File: config.mk
export PLATFORM = sky130hd
export DESIGN_NAME = cassette_block_deframer_top
export DESIGN_NICKNAME = d
export VERILOG_FILES = /design/src/sv/cbd_pkg.sv /design/src/sv/cbd_out_buf.sv /design/src/sv/cassette_block_deframer_top.sv
export VERILOG_INCLUDE_DIRS = /design/src /design/src/sv
export SDC_FILE = /design/constraint.sdc
export NUM_CORES = 1
export LEC_CHECK = 0
export BUFFER_PORTS_ARGS = -buffer_cell sky130_fd_sc_hd__buf_2
export CORE_MARGIN = 1.5
export CORE_UTILIZATION = 57
export CTS_BUF_LIST = sky130_fd_sc_hd__clkbuf_8
export DETAILED_ROUTE_END_ITERATION = 7
export PLACE_DENSITY = 0.86
export SYNTH_ARGS = -nofsm -noshare
export SYNTH_HDL_FRONTEND = slang
export SYNTH_SLANG_ARGS = --single-unit
File: constraint.sdc
create_clock -name clk -period 4.7 [get_ports clk]
set_input_delay 0.705 -clock clk [delete_from_list [all_inputs] [get_ports clk]]
set_output_delay 0.705 -clock clk [all_outputs]
set_load 0.05 [all_outputs]
File: src/sv/cassette_block_deframer_top_defines.svh
// Assertion macros shared by the cassette block deframer RTL.
// No dependencies; included by files that carry assertions.
`ifndef CASSETTE_BLOCK_DEFRAMER_TOP_DEFINES_SVH
`define CASSETTE_BLOCK_DEFRAMER_TOP_DEFINES_SVH

// same-cycle implication, disabled during reset
`define CBD_ASSERT_IMPL(lbl, ante, cons) \
  lbl: assert property (@(posedge clk) disable iff (rst) (ante) |-> (cons)) \
    else $error("cbd assertion failed");

// next-cycle implication, disabled during reset
`define CBD_ASSERT_NEXT(lbl, ante, cons) \
  lbl: assert property (@(posedge clk) disable iff (rst) (ante) |=> (cons)) \
    else $error("cbd assertion failed");

`endif

File: src/sv/cbd_pkg.sv
// Package for the cassette block deframer: byte codes, phase and result types.
// No dependencies.
package cbd_pkg;

  localparam int COUNT_W = 17;

  localparam logic [7:0] SYNC_BYTE = 8'h16;
  localparam logic [7:0] ESC_BYTE  = 8'h1B;
  localparam logic [7:0] ETB_BYTE  = 8'h17;
  localparam int         HIGH_BIT  = 7;

  typedef enum logic [3:0] {
    PH_SYNC,
    PH_START,
    PH_LEN_HI,
    PH_LEN_LO,
    PH_NAME1,
    PH_NAME2,
    PH_DATA,
    PH_ETB,
    PH_SUM
  } phase_t;

  typedef enum logic {
    KIND_DATA,
    KIND_END
  } kind_t;

  typedef enum logic [1:0] {
    ST_OK,
    ST_BAD_TRAILER,
    ST_BAD_SUM
  } status_t;

  typedef struct packed {
    kind_t                result_kind;
    logic [7:0]           out_byte;
    logic [15:0]          block_label;
    logic [COUNT_W-1:0]   byte_count;
    logic                 is_object;
    status_t              status;
  } result_t;

endpackage

File: src/sv/cbd_out_buf.sv
// Two-entry output buffer (result register plus skid register).
// Depends on cbd_pkg and cassette_block_deframer_top_defines.svh.
`include "cassette_block_deframer_top_defines.svh"

module cbd_out_buf (
  input  logic            clk,
  input  logic            rst,
  input  logic            push,
  input  cbd_pkg::result_t push_data,
  output logic            full,
  output logic            out_valid,
  input  logic            out_stall,
  output cbd_pkg::result_t out_data
);

  logic             skid_valid;
  cbd_pkg::result_t skid_data;
  logic             pop;

  assign pop  = out_valid && !out_stall;
  assign full = skid_valid;

  always_ff @(posedge clk) begin
    if (rst) begin
      out_valid  <= 1'b0;
      skid_valid <= 1'b0;
    end else if (skid_valid) begin
      if (pop) begin
        skid_valid <= 1'b0;
      end
    end else if (push && out_valid && !pop) begin
      skid_valid <= 1'b1;
    end else if (push) begin
      out_valid <= 1'b1;
    end else if (pop) begin
      out_valid <= 1'b0;
    end
  end

  always_ff @(posedge clk) begin
    if (skid_valid) begin
      if (pop) begin
        out_data <= skid_data;
      end
    end else if (push && out_valid && !pop) begin
      skid_data <= push_data;
    end else if (push) begin
      out_data <= push_data;
    end
  end

  `CBD_ASSERT_IMPL(a_skid_implies_out, skid_valid, out_valid)
  `CBD_ASSERT_IMPL(a_no_push_when_full, push, !skid_valid)
  `CBD_ASSERT_NEXT(a_held_result, out_valid && out_stall, out_valid)

endmodule

File: src/sv/cassette_block_deframer_top.sv
// Each result item is registered in the output buffer when the input item that causes it is accepted.
// Throughput: one input item per cycle while in_stall is low; the per-byte phase update is a single step.
// A two-entry output buffer keeps input flowing while one result waits.
// Input stalls only while both output entries are full.
// Reset (rst, synchronous): sync hunt, counts, checksum and type flag cleared,
// output buffer emptied; the block label is left unset until a header writes it.
`include "cassette_block_deframer_top_defines.svh"

module cassette_block_deframer_top (
  input  logic        clk,
  input  logic        rst,
  input  logic        in_valid,
  output logic        in_stall,
  input  logic [7:0]  in_byte,
  output logic        out_valid,
  input  logic        out_stall,
  output logic        result_kind,
  output logic [7:0]  out_byte,
  output logic [15:0] block_label,
  output logic [16:0] byte_count,
  output logic        is_object,
  output logic [1:0]  status
);

  cbd_pkg::phase_t                 phase, phase_next;
  logic [cbd_pkg::COUNT_W-1:0]     expected_count, expected_count_next;
  logic [cbd_pkg::COUNT_W-1:0]     received_count, received_count_next;
  logic [7:0]                      running_sum, running_sum_next;
  logic [15:0]                     label_store, label_store_next;
  logic                            object_flag, object_flag_next;

  logic             accept;
  logic             push;
  logic             buf_full;
  cbd_pkg::result_t res;
  cbd_pkg::result_t out_res;

  assign accept   = in_valid && !in_stall;
  assign in_stall = buf_full;

  always_ff @(posedge clk) begin
    if (rst) begin
      phase          <= cbd_pkg::PH_SYNC;
      expected_count <= '0;
      received_count <= '0;
      running_sum    <= '0;
      object_flag    <= 1'b0;
    end else if (accept) begin
      phase          <= phase_next;
      expected_count <= expected_count_next;
      received_count <= received_count_next;
      running_sum    <= running_sum_next;
      object_flag    <= object_flag_next;
    end
  end

  always_ff @(posedge clk) begin
    if (accept) begin
      label_store <= label_store_next;
    end
  end

  always_comb begin
    phase_next          = phase;
    expected_count_next = expected_count;
    received_count_next = received_count;
    running_sum_next    = running_sum;
    label_store_next    = label_store;
    object_flag_next    = object_flag;
    push                = 1'b0;
    res.result_kind     = cbd_pkg::KIND_END;
    res.out_byte        = 8'h00;
    res.block_label     = label_store;
    res.byte_count      = received_count;
    res.is_object       = object_flag;
    res.status          = cbd_pkg::ST_OK;

    unique case (phase)
      cbd_pkg::PH_START: begin
        if (in_byte == cbd_pkg::ESC_BYTE) begin
          phase_next = cbd_pkg::PH_LEN_HI;
        end else if (in_byte != cbd_pkg::SYNC_BYTE) begin
          phase_next = cbd_pkg::PH_SYNC;
        end
      end
      cbd_pkg::PH_LEN_HI: begin
        expected_count_next = {1'b0, in_byte, 8'h00};
        phase_next          = cbd_pkg::PH_LEN_LO;
      end
      cbd_pkg::PH_LEN_LO: begin
        expected_count_next = {1'b0, expected_count[15:8], in_byte} + 17'd1;
        phase_next          = cbd_pkg::PH_NAME1;
      end
      cbd_pkg::PH_NAME1: begin
        label_store_next = {in_byte, label_store[7:0]};
        phase_next       = cbd_pkg::PH_NAME2;
      end
      cbd_pkg::PH_NAME2: begin
        label_store_next = {label_store[15:8], in_byte};
        phase_next       = cbd_pkg::PH_DATA;
      end
      cbd_pkg::PH_DATA: begin
        received_count_next = received_count + 17'd1;
        running_sum_next    = running_sum + in_byte;
        object_flag_next    = object_flag | in_byte[cbd_pkg::HIGH_BIT];
        if (received_count_next == expected_count) begin
          phase_next = cbd_pkg::PH_ETB;
        end
        push            = 1'b1;
        res.result_kind = cbd_pkg::KIND_DATA;
        res.out_byte    = in_byte;
        res.byte_count  = received_count_next;
        res.is_object   = object_flag_next;
      end
      cbd_pkg::PH_ETB: begin
        if (in_byte == cbd_pkg::ETB_BYTE) begin
          phase_next = cbd_pkg::PH_SUM;
        end else begin
          push                = 1'b1;
          res.status          = cbd_pkg::ST_BAD_TRAILER;
          phase_next          = cbd_pkg::PH_SYNC;
          expected_count_next = '0;
          received_count_next = '0;
          running_sum_next    = '0;
          object_flag_next    = 1'b0;
        end
      end
      cbd_pkg::PH_SUM: begin
        push                = 1'b1;
        res.status          = (in_byte == running_sum) ? cbd_pkg::ST_OK : cbd_pkg::ST_BAD_SUM;
        phase_next          = cbd_pkg::PH_SYNC;
        expected_count_next = '0;
        received_count_next = '0;
        running_sum_next    = '0;
        object_flag_next    = 1'b0;
      end
      default: begin
        phase_next = (in_byte == cbd_pkg::SYNC_BYTE) ? cbd_pkg::PH_START : cbd_pkg::PH_SYNC;
      end
    endcase
  end

  cbd_out_buf u_out_buf (
    .clk       (clk),
    .rst       (rst),
    .push      (accept && push),
    .push_data (res),
    .full      (buf_full),
    .out_valid (out_valid),
    .out_stall (out_stall),
    .out_data  (out_res)
  );

  assign result_kind = out_res.result_kind;
  assign out_byte    = out_res.out_byte;
  assign block_label = out_res.block_label;
  assign byte_count  = out_res.byte_count;
  assign is_object   = out_res.is_object;
  assign status      = out_res.status;

  `CBD_ASSERT_IMPL(a_data_count_below_len, phase == cbd_pkg::PH_DATA,
                   received_count < expected_count)
  `CBD_ASSERT_IMPL(a_data_status_ok, out_valid && result_kind == cbd_pkg::KIND_DATA,
                   status == cbd_pkg::ST_OK)
  `CBD_ASSERT_IMPL(a_report_byte_zero, out_valid && result_kind == cbd_pkg::KIND_END,
                   out_byte == 8'h00)

endmodule
* Yosys cells after proc, flatten, opt, wreduce, memory -nomap -nowiden
Cells that the tools add are included.
** Word-level totals
- Register bits after elaboration :: 155
- Bits of input ports :: 12
- Output and inout bits :: 47
- Logic and storage cells :: 99
** Cells by class
- Add/sub/neg operators :: 3
- Eq/ne operators :: 19
- Mux-type cells :: 30
- Bitwise logic cells :: 5
- Reductions and logical operators :: 21
** Operator list (number)
- two-way mux 45 bit :: 4
- case mux 17 bit (4 select lines) :: 1
- case mux 17 bit (3 select lines) :: 1
- case mux 16 bit (2 select lines) :: 1
- case mux 4 bit (8 select lines) :: 1
- equality test 8 x 5 -> 1 bit, second input constant :: 3
- case mux 8 bit (3 select lines) :: 1
- AND reduction 3 bit :: 7
- two-way mux 18 bit :: 1
- adder 16 x 1 -> 17 bit, second input constant :: 1
- adder 17 x 1 -> 17 bit, second input constant :: 1
- equality test 17 bit :: 1
- two-way mux 17 bit :: 1
- equality test 4 x 3 -> 1 bit, second input constant :: 4
- two-way mux 4 bit :: 4
- two-way mux 1 bit :: 9
- two-way mux 9 bit :: 1
- adder 8 bit :: 1
- equality test 4 x 2 -> 1 bit, second input constant :: 2
- equality test 8 bit :: 1
- two-way mux 8 bit :: 1
- inequality test 8 x 5 -> 1 bit, second input constant :: 1
- inequality test 2 bit, second input constant :: 3
- logical AND 1 bit :: 5
- 16 further kinds :: 22

* Longest topological paths before layout
- Word-level depth :: 8
- Mapped depth :: 8
- Gate-level depth less buffers :: 8

* Modules after synthesis
A second synthesis with hierarchy kept.
** Second synthesis, totals
- Cells, all modules :: 695
- Area, all modules :: 7732.4 um^2
** By module, submodules not included
- cassette_block_deframer_top :: instances 1, cells an instance 543, area an instance 4371.7 um^2, sequential area each 1421.4 um^2
- cbd_out_buf :: instances 1, cells an instance 152, area an instance 3360.7 um^2, sequential area each 2742.6 um^2

* Worst setup path after synthesis
No wires, ideal clock.
- Kind :: input to register
- From :: input in_byte[7]
- To :: register u_out_buf.out_data[0] in the netlist's numbering (enable)
- Setup time :: 462 ps
- Arrival :: 3960 ps
- Data required time :: 4238 ps
- Path slack :: 278 ps
- Stages on the path :: 7
- Path buffers :: 1
- Cells stage by stage :: clkbuf_1 -> nor4b_2 -> nand4_1 -> a31oi_1 -> nor2_1 -> a21oi_1 -> a21oi_1
** Between the ends
- Cells in the longest elaborated chain, start to end :: 8
- Elaborated cells between the ends (all ways) :: 9
- Those cells by class :: eq/ne: 2; mux: 2; reduce/logical: 5
** RTL lines
- start, declared :: RTL line cassette_block_deframer_top.sv:14 : input logic [7:0] in_byte,
- equality test 8 x 5 -> 1 bit (*) :: RTL line cassette_block_deframer_top.sv:116 : if (in_byte == cbd_pkg::ETB_BYTE) begin
- two-way mux 1 bit (*) :: RTL line cassette_block_deframer_top.sv:116
- case mux 1 bit (2 select lines) (*) :: RTL line cassette_block_deframer_top.sv:78 : unique case (phase)
- logical AND 1 bit (*) :: RTL line cassette_block_deframer_top.sv:146 : .push (accept && push),
- logical AND 1 bit (2 in a row) :: RTL line cbd_out_buf.sv:45 : end else if (push && out_valid && !pop) begin
- inequality test 2 x 1 -> 1 bit (no line)
- AND reduction 3 bit (no line) (*)
- end signal, assigned :: RTL line cbd_out_buf.sv:43 : out_data <= skid_data;
- end signal, assigned :: RTL line cbd_out_buf.sv:48 : out_data <= push_data;
- end, declared :: RTL line cbd_out_buf.sv:13 : output cbd_pkg::result_t out_data
Every way passes the cells marked *; elsewhere a longest branch is shown, timed or not.
A chain may end at the register's enable or synchronous reset.

* Worst setup path after layout
- From :: register phase[2]
- To :: register u_out_buf.skid_data[13] in the netlist's numbering (enable)
** Between the ends
- Cells in the longest elaborated chain, start to end :: 7
- Elaborated cells between the ends (all ways) :: 9
- Those cells by class :: eq/ne: 3; mux: 1; reduce/logical: 5
** RTL lines
- start, declared :: RTL line cassette_block_deframer_top.sv:25 : cbd_pkg::phase_t phase, phase_next;
- start signal, assigned :: RTL line cassette_block_deframer_top.sv:43 : phase <= cbd_pkg::PH_SYNC;
- start signal, assigned :: RTL line cassette_block_deframer_top.sv:49 : phase <= phase_next;
- equality test 4 x 3 -> 1 bit / equality test 4 bit (equally long branches) :: RTL line cassette_block_deframer_top.sv:78
- OR reduction 2 bit (no line)
- case mux 1 bit (2 select lines) (*) :: RTL line cassette_block_deframer_top.sv:78
- logical AND 1 bit (*) :: RTL line cassette_block_deframer_top.sv:146
- logical AND 1 bit (*) (2 in a row) :: RTL line cbd_out_buf.sv:45
- AND reduction 2 bit (no line) (*)
- end signal, assigned :: RTL line cbd_out_buf.sv:46 : skid_data <= push_data;
- end, declared :: RTL line cbd_out_buf.sv:17 : cbd_pkg::result_t skid_data;
Marked as above.

==> impl_metrics.tcl <==
set metrics [dict create \
    peakVddDrop_v 0.0001400 \
    ioPinCount 59 \
    critical_path.slowest_cell "and3_2" \
    grt_max_degree 55 \
    num-fill-cells 1033 \
    cts_made_buffers 17 \
    grt_remaining_overflow 0 \
    cp.arrival_ps 3370 \
    syn_nets 728 \
    tightest_slew_ps 1200 \
    path_cells "nor2b_1, a31oi_1, nor2_1, and3_2" \
    setup_viol 0 \
    grt_use_total_pct 25.07 \
    finalCriticalPeriod_ps 3291 \
    synth_edf_count 106 \
    min_period_over_period_pct 70.02 \
    slew_viol_final 0 \
    synth-seq-area-share_pct 54.69 \
    whs_ps 461.0 \
    path_buf_inv 0 \
    vias_per_cell 6.145 \
    drv_cap 0 \
    routabilityCongestion 0.9681 \
    syn_area_per_cell_um2 10.80 \
    fin_nets 762 \
    startpoint_type "register" \
    ctsHoldBuffers 0 \
    fmax_mhz 303.9 \
    crit_family "simple AND/OR/NAND/NOR gates" \
    ys_types 62 \
    antenna_found_initial 0 \
    synth-seq-cells 155 \
    path_clk_slew_ps 90 \
    dieArea_um2 14060 \
    initial_utilization_pct 57.95 \
    fp.dieH_um 118.6 \
    remaining_drc_errors 0 \
    yosysWarnings 0 \
    coreArea_um2 13140 \
    num_vias 5703 \
    crit_type "register to register" \
    cts_resized 0 \
    final_util_pct 63.41 \
    clkSinkCount 155 \
    area_growth_pct 9.417 \
    cp_max_fo 45 \
    tns_ps 0 \
    totalWireLength_um 17110 \
    status "finished, final reports clean" \
    register_area_um2 4165 \
    htree_levels 4 \
    power_density_nw_per_um2 291.1 \
    synthFlopType "edfxtp_1" \
    finalHoldViolations 0 \
    ys_async_sr_fraction_pct 0 \
    grt_pass1_wl_um 27390 \
    crit_required_ps 4780 \
    rsz0062_at_grt "false" \
    clock_latency_ps 470 \
    rows 42 \
    die_w_um 118.6 \
    firstDrtPassIters 6 \
    num_antenna_cells 0 \
    cts-root-buf "clkbuf_8" \
    min_path_type "register to register" \
    p_leak_nw 2.969 \
    max_stage_delay_ps 1000 \
    relSlewSlack_pct 19.97 \
    layout-drive-gt1-share_pct 19.68 \
    synthCells 705 \
    fin_worst_skew_ps 10.75 \
    grt_pass1_vias 5388 \
    post_cts_buffers 0 \
    io_buffers 58 \
    hpwl_um 11760 \
    detail-route-antenna-nets 0 \
    cp-end-kind "register" \
    multi_input_area_um2 3208 \
    clock_path_buffers 2 \
    drt-wirelength-per-cell_um 18.44 \
    synth_area_um2 7614 \
    cts_tree "done" \
    drt_iter0_drc 640 \
]
## worst register-to-register path: cells and delay by family, from the launching register on
family | cells | cell delay [ps]
flip-flops | 1 | 620
AND/OR/NAND/NOR | 3 | 2110
AO/OA/AOI/OAI | 1 | 170
## state kept, by name (all words and copies together), names as in the netlist
register and flops:
expected_count 17, label_store 16, object_flag 1, phase 4, received_count 17, running_sum 8
u_out_buf.full 1, u_out_buf.out_data 45, u_out_buf.out_valid 1, u_out_buf.skid_data 45
## path summary, 6_finish.rpt
path | from | to | slack [ps] | cells past startpoint
setup / recovery | phase[2] | u_out_buf.skid_data[13] | 1410 | 4
hold / removal | label_store[1] | u_out_buf.skid_data[21] | 460 | 0
setup reg to reg | phase[2] | u_out_buf.skid_data[13] | 1410 | 4
hold reg to reg | label_store[1] | u_out_buf.skid_data[21] | 460 | 0
## where the power goes
part | switching (mW) | leakage, nW | internal [mW]
sequential | 0.000132 | 1.39 | 1.44
combinational | 0.0415 | 1.40 | 0.0169
clock | 0.546 | 0.181 | 0.383
total | 0.587 | 2.97 | 1.84
## synth_stat cells, types with 4 or more instances
cell	n	area (um2)
mux2_2	42	473.0
xor2_1	13	113.9
nand4_1	11	68.82
and2_1	11	68.82
or3_1	10	62.56
edfxtp_1	106	3183
nor2_1	55	206.5
nand2_1	55	206.5
ha_1	10	125.1
a22oi_1	4	30.03
o21ai_0	28	140.1
a221oi_1	4	35.03
nor3_1	25	125.1
nand3b_1	7	52.55
nand2b_1	8	50.05
nor2b_1	11	68.82
o31ai_1	4	30.03
o22ai_1	4	25.02
and3_1	16	100.1
xnor2_1	35	306.5
nor4_1	8	50.05
clkbuf_1	32	120.1
dfxtp_1	49	980.9
buf_2	11	55.05
a21oi_1	53	265.3
nand3_1	21	105.1
a31oi_1	8	50.05
inv_1	16	60.06
## area by class of cell
class                      instances  share of cell area [%]
inverter                          16                  0.7209
timing repair buffer              61                   3.755
tap                              176                   2.643
clock inverter                    15                   1.562
clock buffer                      17                   2.809
sequential                       155                   50.00
multi-input combinational        488                   38.51
## kinds of logic after synthesis
group / count (synthesis) / synth area share, %
buffers and inverters: 62 / 3.336
flip-flops: 155 / 54.69
AO/OA/AOI/OAI: 132 / 10.47
XOR/XNOR: 48 / 5.522
multiplexers: 43 / 6.343
AND/OR/NAND/NOR: 254 / 17.73
adder cells (fa/ha/maj): 11 / 1.906
## per-stage QoR
stage,power [mW],setup WS [ps],instances,cell area [um2]
5_1_grt,2.490,1121,928,8330
6_report,2.425,1409,928,8330
4_1_cts,2.433,1401,928,8330
2_1_floorplan,1.506,278.1,705,7614
3_3_place_gp,1.524,1490,896,7966
3_5_place_dp,1.526,1353,896,7966
## metal layers
metal / part of all wire, % / wire [um] / global-route usage [%]
met5: 0 / 0 / 0
met2: 45 / 7701 / 37.17
met1: 43 / 7352 / 34.44
met4: 2.7 / 459 / 11.60
met3: 9.3 / 1599 / 6.902
## placed cells by master (no fill, tap or decap), types with 10 or more instances in the layout
cell / n
nand3_1: 21
o21ai_0: 28
inv_1: 17
nor2b_1: 11
clkbuf_8: 17
nand4_1: 11
buf_2: 58
xnor2_1: 35
nor2_1: 55
and3_1: 15
and2_1: 11
mux2_2: 42
ha_1: 10
dfxtp_1: 48
or3_1: 10
a21oi_1: 52
nor3_1: 25
nand2_1: 55
edfxtp_1: 106
xor2_1: 13
(Power assumes the default switching activity.)
